### src/sv/dary_heap_priority_queue_defines.svh
// Assertion macros for the d-ary heap priority queue.
// Included by the files that carry concurrent assertions; no other dependencies.
`ifndef DARY_HEAP_PRIORITY_QUEUE_DEFINES_SVH
`define DARY_HEAP_PRIORITY_QUEUE_DEFINES_SVH

`ifndef ASSERT_OFF
// When a holds at an edge, b must hold at the same edge.
`define ASSERT_IMPL(lbl, clk, rst_n, a, b) \
  lbl: assert property (@(posedge clk) disable iff (!rst_n) (a) |-> (b)) \
    else $error("%m: implication check failed");
// When a holds at an edge, b must hold at the next edge.
`define ASSERT_NEXT(lbl, clk, rst_n, a, b) \
  lbl: assert property (@(posedge clk) disable iff (!rst_n) (a) |=> (b)) \
    else $error("%m: next-cycle check failed");
`else
`define ASSERT_IMPL(lbl, clk, rst_n, a, b)
`define ASSERT_NEXT(lbl, clk, rst_n, a, b)
`endif

`endif

### src/sv/dhpq_pkg.sv
// Shared types and constants for the d-ary heap priority queue.
// No dependencies; used by the interfaces and every module of the block.
package dhpq_pkg;

  // Fixed payload widths of the request and response channels.
  localparam int VALUE_W  = 32;
  localparam int STATUS_W = 2;
  localparam int OCC_W    = 9;

  // Request type codes.
  localparam logic REQ_PUSH = 1'b0;
  localparam logic REQ_POP  = 1'b1;

  // Response status codes.
  localparam logic [STATUS_W-1:0] STATUS_DONE  = 2'd0;
  localparam logic [STATUS_W-1:0] STATUS_FULL  = 2'd1;
  localparam logic [STATUS_W-1:0] STATUS_EMPTY = 2'd2;

  // Depth of the command queue between the front and the engine.
  localparam int QUEUE_DEPTH = 2;
  localparam int QPTR_W      = $clog2(QUEUE_DEPTH);
  localparam int QCNT_W      = $clog2(QUEUE_DEPTH + 1);

  // What the engine has to do with a classified request.
  typedef enum logic [1:0] {
    CMD_PUSH,
    CMD_POP,
    CMD_PASS
  } cmd_kind_e;

  // A classified request; status and occupancy are already known.
  typedef struct packed {
    cmd_kind_e             kind;
    logic [VALUE_W-1:0]    value;
    logic [STATUS_W-1:0]   status;
    logic [OCC_W-1:0]      occupancy;
  } cmd_t;

endpackage

### src/sv/dhpq_fifo.sv
// Short command queue between the request front and the heap engine.
// Depends on dhpq_pkg for the command type and queue depth.
module dhpq_fifo (
  input  logic           clk_i,
  input  logic           rst_ni,
  input  logic           in_valid_i,
  output logic           in_ready_o,
  input  dhpq_pkg::cmd_t in_cmd_i,
  output logic           out_valid_o,
  input  logic           out_ready_i,
  output dhpq_pkg::cmd_t out_cmd_o
);
  import dhpq_pkg::*;

  cmd_t              entry_q [QUEUE_DEPTH];
  logic [QPTR_W-1:0] wr_ptr_q, wr_ptr_d;
  logic [QPTR_W-1:0] rd_ptr_q, rd_ptr_d;
  logic [QCNT_W-1:0] cnt_q, cnt_d;
  logic              push, pop;

  assign in_ready_o  = (cnt_q != QCNT_W'(QUEUE_DEPTH));
  assign out_valid_o = (cnt_q != '0);
  assign out_cmd_o   = entry_q[rd_ptr_q];
  assign push        = in_valid_i && in_ready_o;
  assign pop         = out_valid_o && out_ready_i;

  // Pointer and fill-count updates, wrapping at the queue depth.
  always_comb begin
    wr_ptr_d = wr_ptr_q;
    rd_ptr_d = rd_ptr_q;
    if (push) begin
      wr_ptr_d = (wr_ptr_q == QPTR_W'(QUEUE_DEPTH - 1)) ? '0 : wr_ptr_q + 1'b1;
    end
    if (pop) begin
      rd_ptr_d = (rd_ptr_q == QPTR_W'(QUEUE_DEPTH - 1)) ? '0 : rd_ptr_q + 1'b1;
    end
    cnt_d = cnt_q + QCNT_W'(push) - QCNT_W'(pop);
  end

  always_ff @(posedge clk_i or negedge rst_ni) begin
    if (!rst_ni) begin
      wr_ptr_q <= '0;
      rd_ptr_q <= '0;
      cnt_q    <= '0;
    end else begin
      wr_ptr_q <= wr_ptr_d;
      rd_ptr_q <= rd_ptr_d;
      cnt_q    <= cnt_d;
    end
  end

  // Entry storage holds payload only and needs no reset.
  always_ff @(posedge clk_i) begin
    if (push) begin
      entry_q[wr_ptr_q] <= in_cmd_i;
    end
  end

endmodule

### config.mk
export PLATFORM = sky130hd
export DESIGN_NAME = dhpq_fifo
export DESIGN_NICKNAME = d
export VERILOG_FILES = /design/src/sv/dary_heap_priority_queue_defines.svh /design/src/sv/dhpq_pkg.sv /design/src/sv/dhpq_fifo.sv
export SDC_FILE = /design/constraint.sdc
export NUM_CORES = 1
export LEC_CHECK = 0
export BUFFER_PORTS_ARGS = -buffer_cell sky130_fd_sc_hd__buf_2
export CORE_MARGIN = 5
export CORE_UTILIZATION = 40
export CTS_CLUSTER_DIAMETER = 200
export DETAILED_ROUTE_END_ITERATION = 7
export HOLD_SLACK_MARGIN = 0.03
export PLACE_DENSITY = 0.66
export SLEW_MARGIN = 20
export SYNTH_ARGS = -nofsm -noshare
export SYNTH_HDL_FRONTEND = slang
export SYNTH_SLANG_ARGS = --single-unit
### constraint.sdc
create_clock -name clk_i -period 7.98 [get_ports clk_i]
set_input_delay 0 -clock clk_i [delete_from_list [all_inputs] [get_ports clk_i]]
set_output_delay 0 -clock clk_i [all_outputs]
set_load 0.05 [all_outputs]
# == Yosys cells after proc, flatten, opt, wreduce, memory -nomap -nowiden ==
# Memories as Yosys holds them, arrays and structs flattened.
# Cells that the tools add are included.
# totals
ff_bits,4
latch_bits,0
ramBits,90
rom_bits,0
in_bits,49
output_inout_bits,47
word_cells,16
n_memories,1
# op_classes
n_addsub,4
mul,0
div_mod_pow,0
n_lt_le_gt_ge,0
n_eq_ne,1
shifts,0
n_mux,4
n_bitwise,0
n_reduce_logical,3
# memory_table
memory,words,word_bits,rd,rd_ports_with_merged_regs,write_ports,line_no,text
entry_q,2,45,1,0,1,dhpq_fifo.sv:15,cmd_t entry_q [QUEUE_DEPTH];
# ops
operator,count
$mux W1,4
$add A1 B1 Y1 const B,2
$add A2 B1 Y2,1
$logic_and A1 B1 Y1,2
$ne A2 B2 Y1 const B,1
$reduce_bool A2 Y1,1
$sub A2 B1 Y2,1

# == Longest topological paths before layout ==
# logic_depth
depth_word,4
depth_mapped,5
depth_no_buf,5

# == Worst setup path after synthesis ==
# No wires, ideal clock.
# synth_timing
path_kind,register -> register
start,register cnt_q[0]
end,memory entry_q[0][0] (netlist bit) (enable)
setup_time_ns,0.448
t_arrival_ns,2.957
required_ns,7.532
setup_slack_ns,4.575
path_stages_with_launch,4
n_path_buf,0
synth_period_minus_slack_ns,3.405
path_cell_list,dfrtp_1 -> nand2b_1 -> nand2_1 -> nor2_1
# synth_between
elab_chain_cells,4
# synth_rtl
element,line_no,text
"start, declared",dhpq_fifo.sv:18,"logic [QCNT_W-1:0] cnt_q, cnt_d;"
"start signal, assigned",dhpq_fifo.sv:48,cnt_q <= cnt_d;
$ne A2 B2 Y1,dhpq_fifo.sv:21,assign in_ready_o = (cnt_q != QCNT_W'(QUEUE_DEPTH));
net in_ready_o,dhpq_fifo.sv:7,"output logic in_ready_o,"
$logic_and A1 B1 Y1,dhpq_fifo.sv:24,assign push = in_valid_i && in_ready_o;
$mux W1,dhpq_fifo.sv:54,if (push) begin
$mux W1 (implied by the code),dhpq_fifo.sv:55,entry_q[wr_ptr_q] <= in_cmd_i;
"end, declared",dhpq_fifo.sv:15,
# The timed path passes the listed nets, and every way through them passes these cells.

==> results.json <==
{
  "status": "finished clean",
  "finalPower_mw": 1.803,
  "power_density_mw_per_mm2": 380.5,
  "overflow": 0,
  "finalMaxSlewViolations": 0,
  "synth_top_area_frac": 0.7764,
  "switching_share": 0.4212,
  "arrival_ns": 2.10,
  "syn_to_final_growth_pct": 36.09,
  "muxShareOfSynthArea": 0.1456,
  "rsz0062_at_grt": "false",
  "hp-start": "in_cmd_i[22]",
  "port_buffers": 95,
  "clockRootBuffer": "clkbuf_8",
  "die_w_um": 103.3,
  "p_switching_mw": 0.7593,
  "max_freq_mhz": 476.5,
  "worst_pin_slew_ns": 1.061,
  "nets": 363,
  "reg2reg_slack_ns": 5.95,
  "antenna_cells": 0,
  "boundaryPins": 96,
  "clkPwrFrac": 0.165,
  "grt_max_degree": 47,
  "finalCriticalPeriod_ns": 2.099,
  "tns_ns": 0,
  "most-common-layout-cells": "buf_2 (95), edfxtp_1 (90), dlygate4sd3_1 (49), mux2_2 (45), clkbuf_8 (9)",
  "grt_pass1_vias": 2105,
  "die_h_um": 103.3,
  "drv_cap": 0,
  "syn_nets": 212,
  "drtIter0Drc": 57,
  "antenna_left": 0,
  "cp_max_fo": 46,
  "synth_area_mm2": 0.003481,
  "worstSetupEndpointType": "output pin",
  "cts-buffers-inserted": 9,
  "synth_top_family_by_area": "multiplexers",
  "cp-start-kind": "flop",
  "clockBufferDepth": 2,
  "yosys-top-cells-area": "edfxtp_1 (78%), mux2_2 (15%), dfrtp_1 (2.9%)",
  "fin_cells": 425,
  "highest_layer": "met4",
  "crit_start": "rd_ptr_q",
  "drtPass1Iterations": 4,
  "post-route-period-util": 0.2630,
  "ys_ff_latch": 94,
  "worst_ep_required_time_ns": 7.98,
  "routabilityCongestion": 0.6839,
  "synth_compound_area_frac": 0.008986,
  "p_int_mw": 1.043,
  "slowest_delay_ns": 1.04,
  "via_per_inst": 4.555,
  "yosys.area_share.simple": 0.01402,
  "p_leak_nw": 1.782,
  "grt_usage": 0.1266,
  "antenna_found_initial": 0,
  "layout-drive-gt1-share": 0.5016,
  "dr_wl_met3_um": 389,
  "setup_violations": 0,
  "wl_met1_mm": 2.380,
  "path_buf_inv": 1,
  "synth_xor_area_frac": 0.007549,
  "vdd_ir_drop_max_uv": 242.1,
  "regArea_mm2": 0.002804,
  "die-area_mm2": 0.01067,
  "path_cells": "mux2_2, buf_2",
  "synth_cell_types": 18,
  "start_util": 0.4051,
  "seq_area_frac_synth": 0.8052,
  "synth_fa_ha_area_frac": 0.003595,
  "cts_sinks": 94,
  "finalHoldViolCount": 0,
  "synthCells": 162,
  "grt_pass1_wl_mm": 9.922,
  "layout_commonest_cell": "buf_2",
  "nFillCells": 687,
  "dp.cells": 361,
  "crit_slowest_cell": "dfrtp_2",
  "path_clk_slew_ns": 0.09,
  "wl_met2_mm": 3.375,
  "slew_headroom": 0.2927,
  "rows": 34,
  "avgSynthCellArea_um2": 21.49,
  "netlist.top_cell.by_area": "edfxtp_1",
  "clock_latency_ns": 0.35,
  "dp_hpwl_mm": 3.699,
  "wl_per_cell_um": 14.59,
  "comb_power_share": 0.419,
  "cp_top_family": "flip-flops",
  "multiInputGateArea_um2": 638.1,
  "wirelength_mm": 6.202,
  "r2r-start": "cnt_q[0]",
  "coreArea_mm2": 0.008593,
  "fin_skew_ns": 0.01262,
  "yosys_warnings": 0,
  "num_vias": 1936,
  "critical_path_class": "reg2out",
  "cts_tree": "yes",
  "drc_errors": 0,
  "hp-class": "in2reg",
  "htree_levels": 3,
  "seq_power_share": 0.416,
  "cts_resized": 0
}
## final cells by class
class,instances,share of cell area
Clock buffer,9,0.02615
Clock inverter,6,0.01321
Sequential cell,94,0.5919
Timing Repair Buffer,145,0.2055
Tap cell,108,0.02853
Multi-Input combinational cell,63,0.1347
## metrics by stage
| stage | hold WS [ns] | area [um2] | util | worst slack [ns] |
|---|---|---|---|---|
| floorplan | -0.2956 | 3481 | - | 4.575 |
| global placement | -0.1917 | 4056 | 0.4720 | 5.976 |
| detailed placement | -0.1919 | 4056 | 0.4720 | 5.925 |
| CTS | 0.3436 | 4733 | 0.5508 | 5.829 |
| global route | 0.3467 | 4737 | 0.5513 | 5.748 |
| finish | 0.3673 | 4737 | 0.5513 | 5.881 |
## Yosys cell counts
| library cell | instances |
|---|---|
| nand3_1 | 1 |
| o21ai_0 | 1 |
| a32oi_1 | 1 |
| xnor2_1 | 3 |
| and3_1 | 1 |
| mux2_2 | 45 |
| a211oi_1 | 1 |
| a21bo_1 | 1 |
| nor2_1 | 3 |
| ha_1 | 1 |
| or2_2 | 1 |
| dfrtp_1 | 4 |
| nor2b_1 | 1 |
| edfxtp_1 | 90 |
| nand2b_1 | 1 |
| buf_4 | 1 |
| nand2_1 | 2 |
| buf_6 | 4 |
## per-layer routing
metal	GRT usage	vias up
li1	-	935
met1	0.1372	938
met2	0.2264	59
met3	0.03957	4
met4	0.05677	0
met5	0	-
## worst register-to-register path: stages, from the launching register on
cell and delay [ns]:
dfrtp_1 0.44, nand2b_1 0.17, nand2_1 0.12, nor2_4 0.50, buf_4 0.44
## cells by family (layout without fill, tap and decap cells)
family	Yosys count	count (layout)
flops	94	94
simple gates	10	10
buf+inv	5	160
mux	45	45
xor+xnor	3	3
compound gates	4	4
fa+ha+maj	1	1
## final timing paths
check	end	cells after the start
worst min register to register	wr_ptr_q	1
worst min-delay path	entry_q[0][22]	2
worst max-delay path	out_cmd_o[29]	2
max in group asynchronous	rd_ptr_q	3
worst max register to register	entry_q[0][41]	4
min in group asynchronous	cnt_q[0]	3
## what timing repair did
| action | CTS | global route |
|---|---|---|
| endpoints found under the hold margin | 97 | 0 |
| endpoints found under the setup margin | 0 | 0 |
| hold buffers | 49 | 0 |
| setup buffers | 0 | 0 |
## sequential cells by signal, indices dropped and copies added (netlist names)
signal,count
entry_q,90
cnt_q,2
rd_ptr_q,1
wr_ptr_q,1
## power groups by stage
stage / logic [mW] / registers [mW] / clock network, mW
6_report: 0.756 / 0.750 / 0.297
5_1_grt: 0.796 / 0.765 / 0.332
4_1_cts: 0.766 / 0.755 / 0.309
3_5_place_dp: 0.745 / 0.766 / 0
3_3_place_gp: 0.743 / 0.760 / 0
2_1_floorplan: 0.650 / 0.712 / 0
No activity file was read; power rests on OpenSTA's default activity.
