$ cat config.mk
export PLATFORM = sky130hd
export DESIGN_NAME = dhpq_front_flat
export DESIGN_NICKNAME = d
export VERILOG_FILES = /design/src/sv/dary_heap_priority_queue_defines.svh /design/src/sv/dhpq_pkg.sv /design/src/sv/dhpq_req_if.sv /design/src/sv/dhpq_front.sv /design/src/flat_wrapper.sv
export SDC_FILE = /design/constraint.sdc
export NUM_CORES = 1
export LEC_CHECK = 0
export BUFFER_PORTS_ARGS = -buffer_cell sky130_fd_sc_hd__clkbuf_2
export CAP_MARGIN = 0
export CORE_MARGIN = 8
export CORE_UTILIZATION = 40
export DETAILED_ROUTE_END_ITERATION = 7
export PLACE_DENSITY = 0.92
export SLEW_MARGIN = 25
export SYNTH_ARGS = -nofsm -noshare
export SYNTH_HDL_FRONTEND = slang
export SYNTH_SLANG_ARGS = --single-unit
$ cat constraint.sdc
create_clock -name clk_i -period 2.1 [get_ports clk_i]
set_clock_uncertainty 0.05 [all_clocks]
set_input_delay 0.21 -clock clk_i [delete_from_list [all_inputs] [get_ports clk_i]]
set_output_delay 0.21 -clock clk_i [all_outputs]
set_load 0.05 [all_outputs]
$ cat src/sv/dary_heap_priority_queue_defines.svh
// Assertion macros for the d-ary heap priority queue.
// Included by the files that carry concurrent assertions; no other dependencies.
`ifndef DARY_HEAP_PRIORITY_QUEUE_DEFINES_SVH
`define DARY_HEAP_PRIORITY_QUEUE_DEFINES_SVH

`ifndef ASSERT_OFF
// When a holds at an edge, b must hold at the same edge.
`define ASSERT_IMPL(lbl, clk, rst_n, a, b) \
  lbl: assert property (@(posedge clk) disable iff (!rst_n) (a) |-> (b)) \
    else $error("%m: implication check failed");
// When a holds at an edge, b must hold at the next edge.
`define ASSERT_NEXT(lbl, clk, rst_n, a, b) \
  lbl: assert property (@(posedge clk) disable iff (!rst_n) (a) |=> (b)) \
    else $error("%m: next-cycle check failed");
`else
`define ASSERT_IMPL(lbl, clk, rst_n, a, b)
`define ASSERT_NEXT(lbl, clk, rst_n, a, b)
`endif

`endif

$ cat src/sv/dhpq_pkg.sv
// Shared types and constants for the d-ary heap priority queue.
// No dependencies; used by the interfaces and every module of the block.
package dhpq_pkg;

  // Fixed payload widths of the request and response channels.
  localparam int VALUE_W  = 32;
  localparam int STATUS_W = 2;
  localparam int OCC_W    = 9;

  // Request type codes.
  localparam logic REQ_PUSH = 1'b0;
  localparam logic REQ_POP  = 1'b1;

  // Response status codes.
  localparam logic [STATUS_W-1:0] STATUS_DONE  = 2'd0;
  localparam logic [STATUS_W-1:0] STATUS_FULL  = 2'd1;
  localparam logic [STATUS_W-1:0] STATUS_EMPTY = 2'd2;

  // Depth of the command queue between the front and the engine.
  localparam int QUEUE_DEPTH = 2;
  localparam int QPTR_W      = $clog2(QUEUE_DEPTH);
  localparam int QCNT_W      = $clog2(QUEUE_DEPTH + 1);

  // What the engine has to do with a classified request.
  typedef enum logic [1:0] {
    CMD_PUSH,
    CMD_POP,
    CMD_PASS
  } cmd_kind_e;

  // A classified request; status and occupancy are already known.
  typedef struct packed {
    cmd_kind_e             kind;
    logic [VALUE_W-1:0]    value;
    logic [STATUS_W-1:0]   status;
    logic [OCC_W-1:0]      occupancy;
  } cmd_t;

endpackage

$ cat src/sv/dhpq_req_if.sv
// Request channel of the heap priority queue: valid, ready and payload.
// Depends on dhpq_pkg for the payload widths.
interface dhpq_req_if;
  import dhpq_pkg::*;

  logic               valid;
  logic               ready;
  logic               req_type;
  logic [VALUE_W-1:0] push_value;

  modport source (output valid, output req_type, output push_value, input ready);
  modport sink   (input valid, input req_type, input push_value, output ready);

endinterface

$ cat src/sv/dhpq_front.sv
// Request front: accepts beats and classifies them against a running key count.
// Depends on dhpq_pkg and the request interface.
module dhpq_front #(
  parameter int DEPTH = 256
) (
  input  logic           clk_i,
  input  logic           rst_ni,
  dhpq_req_if.sink       req,
  output logic           cmd_valid_o,
  input  logic           cmd_ready_i,
  output dhpq_pkg::cmd_t cmd_o
);
  import dhpq_pkg::*;

  localparam int CNT_W = $clog2(DEPTH + 1);

  logic [CNT_W-1:0] cnt_q, cnt_d;

  assign req.ready   = cmd_ready_i;
  assign cmd_valid_o = req.valid;

  // Decide full/empty up front, so status and occupancy are known at once.
  always_comb begin
    cnt_d = cnt_q;
    cmd_o.value = req.push_value;
    if (req.req_type == REQ_POP) begin
      if (cnt_q == '0) begin
        cmd_o.kind   = CMD_PASS;
        cmd_o.status = STATUS_EMPTY;
      end else begin
        cmd_o.kind   = CMD_POP;
        cmd_o.status = STATUS_DONE;
        cnt_d        = cnt_q - 1'b1;
      end
    end else begin
      if (cnt_q >= CNT_W'(DEPTH)) begin
        cmd_o.kind   = CMD_PASS;
        cmd_o.status = STATUS_FULL;
      end else begin
        cmd_o.kind   = CMD_PUSH;
        cmd_o.status = STATUS_DONE;
        cnt_d        = cnt_q + 1'b1;
      end
    end
    cmd_o.occupancy = OCC_W'(cnt_d);
  end

  always_ff @(posedge clk_i or negedge rst_ni) begin
    if (!rst_ni) begin
      cnt_q <= '0;
    end else if (req.valid && req.ready) begin
      cnt_q <= cnt_d;
    end
  end

endmodule

$ cat src/flat_wrapper.sv
// flat-port wrapper written by rule: the top's interface ports become plain ports
module dhpq_front_flat import dhpq_pkg::*;
#(
  parameter int DEPTH = 256
)
  (clk_i, rst_ni, cmd_valid_o, cmd_ready_i, cmd_o, req_valid, req_req_type, req_push_value, req_ready);
  dhpq_req_if req_i ();
  input  logic clk_i;
  input  logic rst_ni;
  output logic cmd_valid_o;
  input  logic cmd_ready_i;
  output dhpq_pkg::cmd_t cmd_o;
  input wire logic [$bits(req_i.valid)-1:0] req_valid;
  input wire logic [$bits(req_i.req_type)-1:0] req_req_type;
  input wire logic [$bits(req_i.push_value)-1:0] req_push_value;
  output wire logic [$bits(req_i.ready)-1:0] req_ready;
  assign req_i.valid = req_valid;
  assign req_i.req_type = req_req_type;
  assign req_i.push_value = req_push_value;
  assign req_ready = req_i.ready;
  dhpq_front #(.DEPTH(DEPTH)) u_core (.clk_i(clk_i), .rst_ni(rst_ni), .req(req_i), .cmd_valid_o(cmd_valid_o), .cmd_ready_i(cmd_ready_i), .cmd_o(cmd_o));
endmodule
# Yosys cells after proc, flatten, opt, wreduce, memory -nomap -nowiden
# Cells that the tools add are included.
# classes
n_reduce_logical	2
order_cmp	1
n_mux	9
n_addsub	2
# op_table
cell	n
2-to-1 mux 9 bit	3
2-to-1 mux 2 bit	5
adder 9 x 1 -> 9 bit (second input constant)	1
>= comparator 9 bit (second input constant)	1
logical NOT 9 bit	1
subtractor 9 x 1 -> 9 bit (second input constant)	1
logical AND 1 bit	1
2-to-1 mux 1 bit	1
# totals
in_bits	37
regBits	9
output_inout_bits	47
word_cells	15

# Depth between registers and ports, before layout
# Gate-level depths: netlist of the first run.
# depth
ltp_word	3
ltp_mapped	7
mapped_depth_nobuf	7

# Least setup slack after synthesis of the first run
# Ideal clock, no wire load.
# synth_timing
path_type	register -> output
start	register u_core.cnt_q[0]
end	output cmd_o[0] (netlist name)
required_time_ps	1840
setup_slack_ps	-364
n_path_buf	0
stages_incl_launch_ff	6
t_arrival_ps	2204
path_cell_list	dfrtp_1 > inv_1 > ha_1 > nor4bb_1 > a31oi_1 > xnor2_1
# synth_lines
item	line	source
start: declaration	dhpq_front.sv:17	logic [CNT_W-1:0] cnt_q, cnt_d;
start signal: assignment	dhpq_front.sv:52	cnt_q <= cnt_d;
end: declaration	flat_wrapper.sv:12	output dhpq_pkg::cmd_t cmd_o;

==> summary.txt, run 1 <==
Clocking
  • Htree depth: 1
  • CTS Buffer Depth: 2
  • Skew-Pair Late Insertion Delay: 0.27 ns
  • Reg clk slew, reported paths: 0.07 ns
  • CTS tree: yes
  • Root Buffer: clkbuf_4
  • CTS Sinks: 9
  • Total CTS buffers: 3

Setup path
  • Critical path class: flip-flop to output port
  • CP endpoint kind: output port
  • CP arrival: 2.10 ns
  • CP startpoint kind: flip-flop
  • Worst Path Max Fanout: 6
  • Worst path required time: 1.84 ns

Cells and area
  • Most frequent cells in the layout: 29 x buf_4, 10 x nor2_1, 7 x clkbuf_2, 7 x dfrtp_1
  • Ant. Diodes: 0
  • Largest register FFs: 9
  • Filler cells: 201
  • Largest regs: u_core.cnt_q: 9 flops
  • Final non-filler cell total: 181
  • Footprint of the multi-input gates: 769.5 µm²
  • Post-layout net count: 190
  • P&R area growth vs syn: 44.90%
  • Final instance area: 1563 µm²
  • Layout cells sized above 1: 54.67%
  • Most flops, register: u_core.cnt_q
  • Commonest non-fill, non-tap cell in the layout: buf_4
  • Register Area: 227.7 µm²
  • Post-layout util: 58.69%

Global routing
  • Initial antenna violation count: 0
  • GRT overflow: 0
  • First-pass GRT wire length: 4954 µm
  • Global-route usage over all layers: 14.07%
  • Number of global-route vias before repair: 1042
  • Largest net degree at the start of global routing: 13

STA
  • Final setup fails: 10
  • Minimum hold slack: 0.2826 ns
  • RSZ-0062 raised after global routing: true
  • Final Max Tran Viols: 0
  • Tmin final: 2.359 ns
  • Max Fclk: 424.0 MHz
  • Count of final hold-check violations: 0
  • Fin crit share: 112.3%
  • Measured slew at the worst slew-check pin: 0.3555 ns
  • Slew headroom: 76.24%
  • Setup ws final: -0.2586 ns

Route
  • Vias: 1010
  • Vias per cell: 5.580
  • WL/cell: 16.67 µm
  • First DRT Iteration DRCs: 37
  • Final wirelength: 3018 µm
  • DRC errors left: 0
  • Drt pass-1 iters: 4
  • Routed Antenna Nets: 0

Worst hold path
  • Hold Crit Class: primary input to async pin

Placement
  • Area after DPL: 1215 µm²
  • HPWL Detailed: 2013 µm
  • Dpl cells: 160
  • Final GP Congestion: 0.9417
  • I/O Buffers: 19

Synth
  • Post-synth net total: 176
  • Synth Warn #: 0
  • Cell variety after synth: 38
  • Synth async-reset ratio: 100.0%
  • Synthesized flop and latch total: 9
  • Post-synthesis sequential area ratio: 20.88%
  • Post-synth EDFFs: 0
  • Main synth FF type: dfrtp_1
  • Mean Syn Cell Area: 7.873 µm²
  • Mapped Area: 1079 µm²
  • Synthesized instance count: 137

Power and ir drop
  • Leakage power total: 0.6933 nW
  • Peak supply drop: 0.001402 V
  • Overall power: 2.956 mW
  • PwrDens: 1891 nW/µm²

Floorplanning
  • DIE AREA: 4614 µm²
  • I/O pin total: 84
  • Row count: 19
  • Initial core utilization: 40.51%
  • Core ar.: 2663 µm²
  • Die Width: 67.93 µm
  • Die Y: 67.93 µm

Job
  • Max Cap Viol: 0

Status
  • Status: complete, but fails checks
  • Violated checks: negative setup slack
==> timing repair <==
action                                  4_1_cts  5_1_grt
hold endpoints to repair                      9        0
resized for setup                            24       21
endpoints found under the setup margin       12       13
buffers inserted                              6       10
hold buffers                                  1        0
pin swaps                                    10       13
==> layer usage <==
metal  up-vias  part of all wire [%]  global-route usage (%)
met5         -                     0                       0
met4         0                   5.8                   11.51
met3        21                   8.0                   3.110
met2        46                    48                   22.86
met1       476                    38                   15.43
li1        467                     -                       -
==> area by class of cell <==
class | instances | area share [%]
sequential | 9 | 14.57
tap | 31 | 2.482
multi-input combinational | 81 | 49.24
inverter | 6 | 1.601
clock buffer | 4 | 1.681
timing repair buffer | 50 | 30.42
==> logic make-up (layout without fill, tap and decap cells) <==
family                     after synthesis  count (layout)  synth area share, %
buffers and inverters                   47              60                29.47
xor gates and xnor gates                10              10                8.121
AOI/OAI and AO/OA                       25              25                17.05
DFF                                      9               9                20.88
adders and majority gates                2               2                2.320
and+or+nand+nor                         44              44                22.16
==> final timing paths <==
path,startpoint,to,slack (ns),cells after the start
setup / recovery,u_core.cnt_q[4]$_DFFE_PN0P_,cmd_o[5],-0.26,5
hold / removal,rst_ni,u_core.cnt_q[8]$_DFFE_PN0P_,0.28,2
setup reg to reg,u_core.cnt_q[4]$_DFFE_PN0P_,u_core.cnt_q[5]$_DFFE_PN0P_,-0.02,6
hold reg to reg,u_core.cnt_q[7]$_DFFE_PN0P_,u_core.cnt_q[7]$_DFFE_PN0P_,0.57,2
max in group asynchronous,rst_ni,u_core.cnt_q[7]$_DFFE_PN0P_,1.49,2
min in group clk_i,req_req_type,u_core.cnt_q[1]$_DFFE_PN0P_,0.30,3
==> synthesized netlist by cell type (all sizes together) (2+ instances only) <==
cell type  number  area [µm²]
xnor2           2       17.52
nor3            2       10.01
inv             6       22.52
a21oi           6       30.03
nand2           7       26.28
and3            2       13.77
and2            4       25.02
ha              2       25.02
xor2            8       70.07
nand3           3       15.01
nand4           4       25.02
nand2b          3       18.77
o21ai           3       15.01
a31oi           2       12.51
o22ai           3       18.77
dfrtp           9       225.2
o211ai          3       22.52
buf            38       284.0
nor2           11       41.29
nor3b           2       15.01
clkbuf          3       11.26
==> worst max-delay path, cell delays in order (launching register included) <==
cell	delay [ns]
dfrtp_1	0.40
or4_4	0.61
o211ai_1	0.34
o21ai_2	0.15
xor2_4	0.18
buf_12	0.16
==> per-stage QoR <==
step / TNS [ns] / worst slack (ns)
after CTS: -1.025 / -0.1893
after detailed placement: -0.1021 / -0.05658
final: -1.345 / -0.2586
after global routing: -2.417 / -0.3468
after floorplan: -0.2068 / -0.05817
after global placement: 0 / 0.003369
==> power breakdown <==
part           switching, mW  internal, mW
combinational           1.32          1.12
sequential             0.106         0.261
clock                 0.0714        0.0736
total                   1.50          1.46
Power figures use the tool's default switching activity.
==> inputs of run 2 (changes only) <==
- CORE_ASPECT_RATIO: default -> 1.75
==> summary.txt, run 2 (synthesis results as in run 1) <==
Status
  • Status: complete, but fails checks
  • Violated checks: negative setup slack

Setup path
  • Launching point of the worst reg2reg path: u_core.cnt_q[1]$_DFFE_PN0P_
  • WP buf/inv: 2
  • R2r endpoint: u_core.cnt_q[5]$_DFFE_PN0P_
  • Worst-path cell chain: or4_4 > buf_6 > o41ai_4 > o211ai_1 > o31ai_2 > clkbuf_16
  • R2R Setup Slk: 0.23 ns
  • CP arrival: 2.01 ns
  • Worst path required time: 1.84 ns
  • Critical path class: flip-flop to output port
  • Worst Path Max Fanout: 5
  • Crit path largest cell delay: 0.56 ns
  • CP max stage cell: or4_4
  • CP top delay family: simple AND/OR/NAND/NOR gates
  • CP endpoint kind: output port
  • Critical path origin: u_core.cnt_q[5]$_DFFE_PN0P_
  • CP startpoint kind: flip-flop
  • Reg2reg path depth: 7

STA
  • Fin Setup TNS: -0.7217 ns
  • Tmin final: 2.268 ns
  • Max Fclk: 440.9 MHz
  • Final setup fails: 7
  • Minimum hold slack: 0.2346 ns
  • Count of final hold-check violations: 0
  • Final Max Tran Viols: 0
  • Slew headroom: 70.70%
  • Fin crit share: 108.0%
  • Setup ws final: -0.1682 ns
  • RSZ-0062 raised after global routing: true
  • Measured slew at the worst slew-check pin: 0.4395 ns

Global routing
  • First-pass GRT wire length: 4409 µm
  • Global-route usage over all layers: 11.55%
  • Largest net degree at the start of global routing: 13
  • Number of global-route vias before repair: 928
  • Initial antenna violation count: 0
  • GRT overflow: 0

Clocking
  • Skew-Pair Late Insertion Delay: 0.24 ns
  • Root Buffer: clkbuf_8
  • CTS Buffer Depth: 2
  • CTS Sinks: 9
  • Htree depth: 1
  • CTS tree: yes
  • Reg clk slew, reported paths: 0.05 ns
  • Total CTS buffers: 3

Cells and area
  • Post-layout net count: 180
  • Final non-filler cell total: 167
  • Most flops, register: u_core.cnt_q
  • P&R area growth vs syn: 32.25%
  • Ant. Diodes: 0
  • Filler cells: 239
  • Largest regs: u_core.cnt_q: 9 flops
  • Largest register FFs: 9
  • Layout cells sized above 1: 50.00%
  • Final instance area: 1426 µm²
  • Most frequent cells in the layout: 19 x buf_4, 11 x nor2_1, 9 x clkbuf_2, 8 x dfrtp_1
  • Commonest non-fill, non-tap cell in the layout: buf_4

Route
  • Vias per cell: 5.707
  • Drt pass-1 iters: 4
  • First DRT Iteration DRCs: 45
  • Routed Antenna Nets: 0
  • DRC errors left: 0
  • Final wirelength: 2842 µm
  • Vias: 953
  • WL/cell: 17.02 µm

Worst hold path
  • Hold Startpoint: req_req_type
  • Hold EP: u_core.cnt_q[1]$_DFFE_PN0P_
  • Hold Crit Class: primary input to flip-flop
  • Hold path depth: 2

Floorplanning
  • Die Y: 84.69 µm
  • I/O pin total: 84
  • Initial core utilization: 41.05%
  • Row count: 25
  • DIE AREA: 4679 µm²
  • Core ar.: 2628 µm²
  • Die Width: 55.25 µm

Placement
  • I/O Buffers: 19
  • Dpl cells: 159
  • Final GP Congestion: 0.9374
  • HPWL Detailed: 2091 µm
  • Area after DPL: 1232 µm²

Power and ir drop
  • Peak supply drop: 0.001224 V
  • PwrDens: 1955 nW/µm²
  • Leakage power total: 0.6291 nW

Job
  • Max Cap Viol: 0
## run 2: cell types whose count changed in the layout (fill, tap and decap cells not counted), moves of 2 or more
cell,change
buf_4,-10
nor3b_2,+2
nand2_2,+2
clkbuf_2,+2
nor3b_4,-2
clkbuf_8,+2
## run 2: cell type report
cell class	count	area [µm²]	area share, %
Timing Repair Buffer	40	375.4	26.32
Sequential cell	9	226.5	15.88
Tap cell	27	33.78	2.368
Clock buffer	4	45.04	3.158
Multi-Input combinational cell	81	723.2	50.70
Inverter	6	22.52	1.579
## run 2: repair_timing
item	CTS	global route
hold buffers	1	0
pin swaps	9	3
gates resized for setup	18	11
setup endpoints to repair	10	10
buffers inserted	0	3
hold endpoints to repair	9	0
## run 2: how the worst max path moves through the flow
stage	to	slack, ns	cells past startpoint
2_1_floorplan	cmd_o[6]	-0.06	5
6_report	cmd_o[1]	-0.17	6
5_1_grt	cmd_o[5]	-0.24	6
3_5_place_dp	cmd_o[1]	-0.03	6
4_1_cts	cmd_o[5]	-0.16	6
3_3_place_gp	cmd_o[1]	0.02	6
## run 2: stage by stage
stage               power, mW  utilization (%)  worst slack, ns
floorplan               1.751                -         -0.05817
global placement        2.272            46.90          0.01544
detailed placement      2.293            46.90         -0.02731
CTS                     2.659            51.57          -0.1638
global route            2.923            54.29          -0.2429
finish                  2.789            54.29          -0.1682
## run 2: metal layers
layer  up-vias  part of all wire, %  GRT usage (%)
met5         -                    0              0
met4         0                  3.3          10.81
met3        10                  6.8          1.964
met2        39                   58          21.11
met1       462                   32          10.12
li1        442                    -              -
## run 2: where the power goes
part | total (mW) | internal [mW] | switching [mW]
sequential | 0.348 | 0.260 | 0.0879
clock | 0.208 | 0.133 | 0.0747
combinational | 2.23 | 0.986 | 1.25
==> inputs of run 3 (changes only) <==
- CORE_UTILIZATION: 40 -> 41
- CTS_BUF_LIST: default -> sky130_fd_sc_hd__clkbuf_8
- PLACE_DENSITY: 0.92 -> 0.94
==> summary.txt, run 3 (synthesis results as in run 1) <==
Global routing
  • Largest net degree at the start of global routing: 14
  • Global-route usage over all layers: 14.21%
  • First-pass GRT wire length: 4933 µm
  • Number of global-route vias before repair: 1084
  • GRT overflow: 0
  • Initial antenna violation count: 0

Placement
  • HPWL Detailed: 2259 µm
  • I/O Buffers: 19
  • Area after DPL: 1201 µm²
  • Final GP Congestion: 1.014
  • Pre-CTS WS: -0.05427 ns
  • Dpl cells: 154

Floorplanning
  • Row count: 24
  • I/O pin total: 84
  • Die Width: 54.77 µm
  • Initial core utilization: 43.27%
  • DIE AREA: 4592 µm²
  • Core ar.: 2492 µm²
  • Die Y: 83.85 µm

Cells and area
  • P&R area growth vs syn: 32.60%
  • Largest register FFs: 9
  • Largest regs: u_core.cnt_q: 9 flops
  • Layout cells sized above 1: 49.28%
  • Most frequent cells in the layout: 18 x buf_4, 11 x nor2_1, 8 x clkbuf_2, 8 x dfrtp_1, 6 x buf_12
  • Post-layout net count: 178
  • Commonest non-fill, non-tap cell in the layout: buf_4
  • Most flops, register: u_core.cnt_q
  • Post-layout util: 57.38%
  • Final instance area: 1430 µm²
  • Ant. Diodes: 0
  • Final non-filler cell total: 164

Setup path
  • Reg2reg path depth: 4
  • WP buf/inv: 1
  • Worst Path Max Fanout: 6
  • R2R Setup Slk: 0.22 ns
  • Crit path largest cell delay: 0.60 ns
  • CP endpoint kind: output port
  • Worst-path cell chain: or4_4 > o211ai_1 > o21ai_2 > xor2_4 > buf_12
  • Critical path class: flip-flop to output port
  • Critical path origin: u_core.cnt_q[6]$_DFFE_PN0P_
  • Launching point of the worst reg2reg path: u_core.cnt_q[8]$_DFFE_PN0P_
  • Crit path capture: cmd_o[5]
  • CP max stage cell: or4_4
  • CP arrival: 1.97 ns
  • Crit path depth: 5
  • R2r endpoint: u_core.cnt_q[5]$_DFFE_PN0P_
  • CP startpoint kind: flip-flop
  • Worst path required time: 1.84 ns
  • CP top delay family: simple AND/OR/NAND/NOR gates

Clocking
  • Reg clk slew, reported paths: 0.05 ns
  • CTS Sinks: 9
  • Root Buffer: clkbuf_8
  • CTS Buffer Depth: 2
  • Skew-Pair Late Insertion Delay: 0.24 ns
  • CTS tree: yes
  • Htree depth: 1
  • Total CTS buffers: 3

STA
  • RSZ-0062 raised after global routing: true
  • Measured slew at the worst slew-check pin: 0.4382 ns
  • Max Fclk: 448.8 MHz
  • Count of final hold-check violations: 0
  • Fin Setup TNS: -0.6973 ns
  • Slew headroom: 70.79%
  • Minimum hold slack: 0.3303 ns
  • Final setup fails: 7
  • Setup ws final: -0.1282 ns
  • Fin crit share: 106.1%
  • Final Max Tran Viols: 0
  • Tmin final: 2.228 ns

Power and ir drop
  • PwrDens: 1986 nW/µm²
  • Peak supply drop: 0.001038 V
  • Leakage power total: 0.6315 nW
  • Overall power: 2.840 mW

Route
  • DRC errors left: 0
  • Final wirelength: 3225 µm
  • Routed Antenna Nets: 0
  • Vias per cell: 6.018
  • WL/cell: 19.66 µm
  • First DRT Iteration DRCs: 43
  • Vias: 987
  • Drt pass-1 iters: 4

Job
  • Max Cap Viol: 0

Status
  • Violated checks: negative setup slack
  • Status: complete, but fails checks

Worst hold path
  • Hold Crit Class: primary input to async pin
-- run 3: worst min path at each step --
stage | to | slack (ns) | cells after the start | from
after CTS | u_core.cnt_q[1]$_DFFE_PN0P_ | 0.29 | 2 | req_req_type
after detailed placement | u_core.cnt_q[8]$_DFFE_PN0P_ | 0.04 | 1 | rst_ni
after global routing | u_core.cnt_q[0]$_DFFE_PN0P_ | 0.34 | 2 | rst_ni
after floorplan | u_core.cnt_q[0]$_DFFE_PN0P_ | -0.14 | 0 | rst_ni
after global placement | u_core.cnt_q[6]$_DFFE_PN0P_ | 0.04 | 1 | rst_ni
final | u_core.cnt_q[6]$_DFFE_PN0P_ | 0.33 | 2 | rst_ni
-- run 3: layout make-up --
cell class / instances / area (µm²)
clock buffers: 3 / 41.29
clock inverters: 1 / 5.005
fillers: 204 / 1062
inverters: 6 / 22.52
multi-input cells: 81 / 737.0
flip-flops and latches: 9 / 226.5
well taps: 26 / 32.53
repair buffers: 38 / 365.4
-- run 3: layer usage --
layer	track usage, %	share of wire (%)
met4	13.96	6.1
met5	0	0
met3	3.036	7.9
met1	12.45	31
met2	23.63	55
-- run 3: report_power, final --
| part | internal [mW] | leakage, nW | switching [mW] | total (mW) |
|---|---|---|---|---|
| combinational | 0.999 | 0.498 | 1.23 | 2.23 |
| sequential | 0.259 | 0.108 | 0.138 | 0.397 |
| clock | 0.130 | 0.0255 | 0.0822 | 0.213 |
| total | 1.39 | 0.632 | 1.45 | 2.84 |
-- run 3: repair_timing --
item | in CTS | in global routing
endpoints found under the setup margin | 12 | 12
hold buffers | 1 | 0
buffers inserted | 1 | 4
resized for setup | 20 | 16
pin swaps | 11 | 6
endpoints found under the hold margin | 9 | 0
